[src/fsmgr_ram.sv]
// Generic simple dual-port RAM: one write port, one registered read port.
// Depends on nothing.
`default_nettype none
module fsmgr_ram #(
	parameter int WIDTH = 32,
	parameter int DEPTH = 64,
	localparam int AW = $clog2(DEPTH)
) (
	input  wire logic             clk,
	input  wire logic             we,
	input  wire logic [AW-1:0]    waddr,
	input  wire logic [WIDTH-1:0] wdata,
	input  wire logic [AW-1:0]    raddr,
	output logic      [WIDTH-1:0] rdata
);

	logic [WIDTH-1:0] mem [DEPTH];

	always_ff @(posedge clk) begin
		if (we) begin
			mem[waddr] <= wdata;
		end
		rdata <= mem[raddr];
	end

endmodule
`default_nettype wire
[config.mk]
export PLATFORM = sky130hd
export DESIGN_NAME = fsmgr_ram
export DESIGN_NICKNAME = d
export VERILOG_FILES = /design/src/fsmgr_ram.sv
export SDC_FILE = /design/constraint.sdc
export NUM_CORES = 2
export LEC_CHECK = 0
export BUFFER_PORTS_ARGS = -buffer_cell sky130_fd_sc_hd__buf_2
export CORE_MARGIN = 10
export CORE_UTILIZATION = 25
export DETAILED_ROUTE_END_ITERATION = 12
export GPL_TIMING_DRIVEN = 1
export SYNTH_ARGS = -nofsm -noshare
export SYNTH_HDL_FRONTEND = slang
export SYNTH_SLANG_ARGS = --single-unit
[constraint.sdc]
create_clock -name clk -period 4.4 [get_ports clk]
set_input_delay 0.44 -clock clk [delete_from_list [all_inputs] [get_ports clk]]
set_output_delay 0.44 -clock clk [all_outputs]
set_load 0.01 [all_outputs]
==> impl_metrics.tcl <==
set metrics [dict create \
    worst_slack_ps 1480 \
    start_util_pct 25.1 \
    grt_usage_pct 11.4 \
    final_max_slew_viol_count 0 \
    syn2layout_area_growth_pct 16.7 \
    synth_seq_cells 2080 \
    p_int_w 0.0320 \
    nets 3638 \
    cts_tree "done" \
    fillerInstances 30100 \
    max_freq_ghz 0.342 \
    post_cts_resized 0 \
    rsz0062_at_grt "false" \
    post-place-ws_ps 589 \
    multiInputGateArea_sq_um 16000 \
    startpoint_type "input port" \
    tns_ps 0 \
    cellLeakagePower_nw 27.7 \
    yosysWarningCount 0 \
    holdBufCountCts 0 \
    cts_num_sinks 2080 \
    crit_arrival_ps 3580 \
    synth_area_sq_um 78500 \
    p_switching_w 0.00853 \
    crit_type "in2reg" \
    clk_pin_slew_worst_paths_ps 60 \
    tightest_slew_ps 1280 \
    ioPinCount 78 \
    drive_gt1_share_pct 30.3 \
    syn_inst 3324 \
    cpPeakStageDelay_ps 850 \
    dieArea_sq_um 337000 \
    drc 0 \
    relSlewSlack_pct 14.9 \
    root_buffer "clkbuf_16" \
    die-height_um 580 \
    placed_area_sq_um 85400 \
    power_w 0.0405 \
    hold_viol 0 \
    htree_levels 4 \
    die_w_um 580 \
    final_cell_area_sq_um 91600 \
    hpwl_um 119000 \
    hp-class "in2reg" \
    fin_worst_skew_ps 27.8 \
    irDropWorstVdd_mv 0.440 \
    crit_slowest_cell "o32ai_1" \
    endpoint_kind "register" \
    p_per_area_nw_per_um2 442 \
    avgSynthCellArea_sq_um 23.6 \
    antenna_found_initial 36 \
    clkLatencyLatePin_ps 830 \
    num_rows 205 \
    vias 36600 \
    portBuffers 77 \
    clkPwrFrac_pct 40.5 \
    cts_buffer_depth 3 \
    outcome "finished, final reports clean" \
    switching_share_pct 21.1 \
    wire_per_inst_um 25.2 \
    required_ps 5060 \
    antenna_left 0 \
    dp_cells 7531 \
    grt_pass1_wl_um 285000 \
    finalCritPeriodShare_pct 66.4 \
    crit_fanout 87 \
    grt.overflow.total 0 \
    drv_cap 0 \
    avgViaCountPerCell 4.62 \
    ys_types 34 \
    wl_um 200000 \
    grt_pass1_vias 37300 \
    grt_max_degree 88 \
    drt_first_pass_iters 8 \
    first_iter_violations 4546 \
    cts_buffers 199 \
    core_area_sq_um 312000 \
    finalNonFillerCells 7910 \
    setup_viol 0 \
    fin_crit_ps 2920 \
    pwr-share-seq_pct 54.5 \
    synthesis.nets 3370 \
    worstPathCellList "buf_8, buf_12, mux4_2, mux2i_1, nor2_1, o32ai_1, nor3_1" \
    cts_setup_buffers 0 \
    pwr-share-comb_pct 4.9 \
    register_area_sq_um 62100 \
    place_congestion 0.757 \
    ys_seq_area_share_pct 79.1 \
]
## routing by layer
metal	vias up	part of all wire [%]	wire [um]	track usage (%)
met1	20000	42	84300	15.6
met4	16	2.4	4850	2.91
li1	14900	-	-	-
met2	1408	48	96800	18.8
met5	-	0.047	93	0
met3	286	6.8	13600	2.21
## state kept, by name (all words and copies together) (netlist names)
register  count
mem        2048
rdata        32
## cells in the final DEF (no fill, tap or decap), types with 3 or more instances in the layout
master	count
inv_6	4
or3b_2	3
clkinv_2	32
nand2_1	26
dfxtp_1	32
nor3_1	5
mux2i_1	93
and3_1	4
a311oi_1	8
nand3b_1	5
buf_4	143
nor2b_1	15
clkinv_8	3
nor2_1	75
o221ai_1	27
nand2b_1	7
o22ai_1	84
mux4_2	544
clkinvlp_4	6
clkinv_1	30
a41o_1	4
o32ai_1	4
clkbuf_1	62
clkbuf_16	204
diode_2	9
a21oi_1	62
a22oi_1	12
or3_1	3
buf_8	3
nor2_4	62
bufinv_16	7
edfxtp_1	2048
buf_2	73
buf_12	29
nand3_1	5
clkbuf_8	20
## cell type report
cell class / count / share of cell area (%)
tap: 4140 / 5.65
clock inverter: 84 / 0.699
clock buffer: 286 / 6.12
timing repair buffer: 249 / 2.27
multi-input combinational: 1062 / 17.4
sequential: 2080 / 67.8
antenna: 9 / 0.0246
## worst max-delay path: cells and delay by family
| kind | cells | cell delay, ps |
|---|---|---|
| muxes | 2 | 940 |
| and+or+nand+nor | 2 | 250 |
| AOI/OAI and AO/OA | 1 | 850 |
| buffers and inverters | 2 | 910 |
## path summary, 6_finish.rpt
path                     from         to  slack, ps  cells past startpoint
setup / recovery     raddr[0]   rdata[8]       1480                      7
hold / removal       raddr[4]   rdata[5]        220                      3
setup reg to reg   mem[38][8]   rdata[8]       1960                      5
hold reg to reg   mem[28][20]  rdata[20]        810                      4
## synthesized netlist by cell type
master / n / area share, %
edfxtp_1: 2048 / 78
mux4_2: 544 / 16
nor2_1: 137 / 0.65
mux2i_1: 93 / 1.2
o22ai_1: 84 / 0.67
clkbuf_1: 74 / 0.35
a21oi_1: 62 / 0.40
buf_2: 57 / 0.36
dfxtp_1: 32 / 0.82
o221ai_1: 27 / 0.30
nand2_1: 26 / 0.12
buf_4: 25 / 0.24
buf_1: 21 / 0.10
nor2b_1: 15 / 0.12
a22oi_1: 12 / 0.11
a311oi_1: 8 / 0.089
nand2b_1: 8 / 0.064
nor3_1: 7 / 0.045
buf_6: 5 / 0.072
nand3_1: 5 / 0.032
nand3b_1: 5 / 0.048
a41o_1: 4 / 0.051
and3_1: 4 / 0.032
o32ai_1: 4 / 0.045
or3_1: 3 / 0.024
or3b_2: 3 / 0.033
and2_1: 2 / 0.016
nand4_1: 2 / 0.016
or3b_1: 2 / 0.022
a31oi_1: 1 / 0.0080
nand4b_1: 1 / 0.011
or2_0: 1 / 0.0080
or2_1: 1 / 0.0080
or2_2: 1 / 0.0080
## metrics by stage
stage,util [%],hold WS (ps)
after floorplan,-,539
after global placement,27.3,736
after detailed placement,27.3,757
after CTS,29.3,175
after global routing,29.3,213
final,29.3,223
## power groups by stage
stage               Sequential (W)  Clock, W  Combinational [W]
detailed placement          0.0225         0            0.00203
floorplan                   0.0224         0            0.00107
global placement            0.0225         0            0.00201
CTS                         0.0221    0.0167            0.00204
global route                0.0221    0.0175            0.00212
finish                      0.0221    0.0164            0.00199
## kinds of logic (layout without fill, tap and decap cells)
kind of cell	Yosys count	after routing	synth area share (%)
flip-flops	2080	2080	79.1
multiplexers	637	637	16.8
AND/OR/NAND/NOR	223	223	1.27
AO/OA/AOI/OAI	202	202	1.67
buffers and inverters	182	619	1.13
other	0	9	0
(Power assumes the default switching activity.)
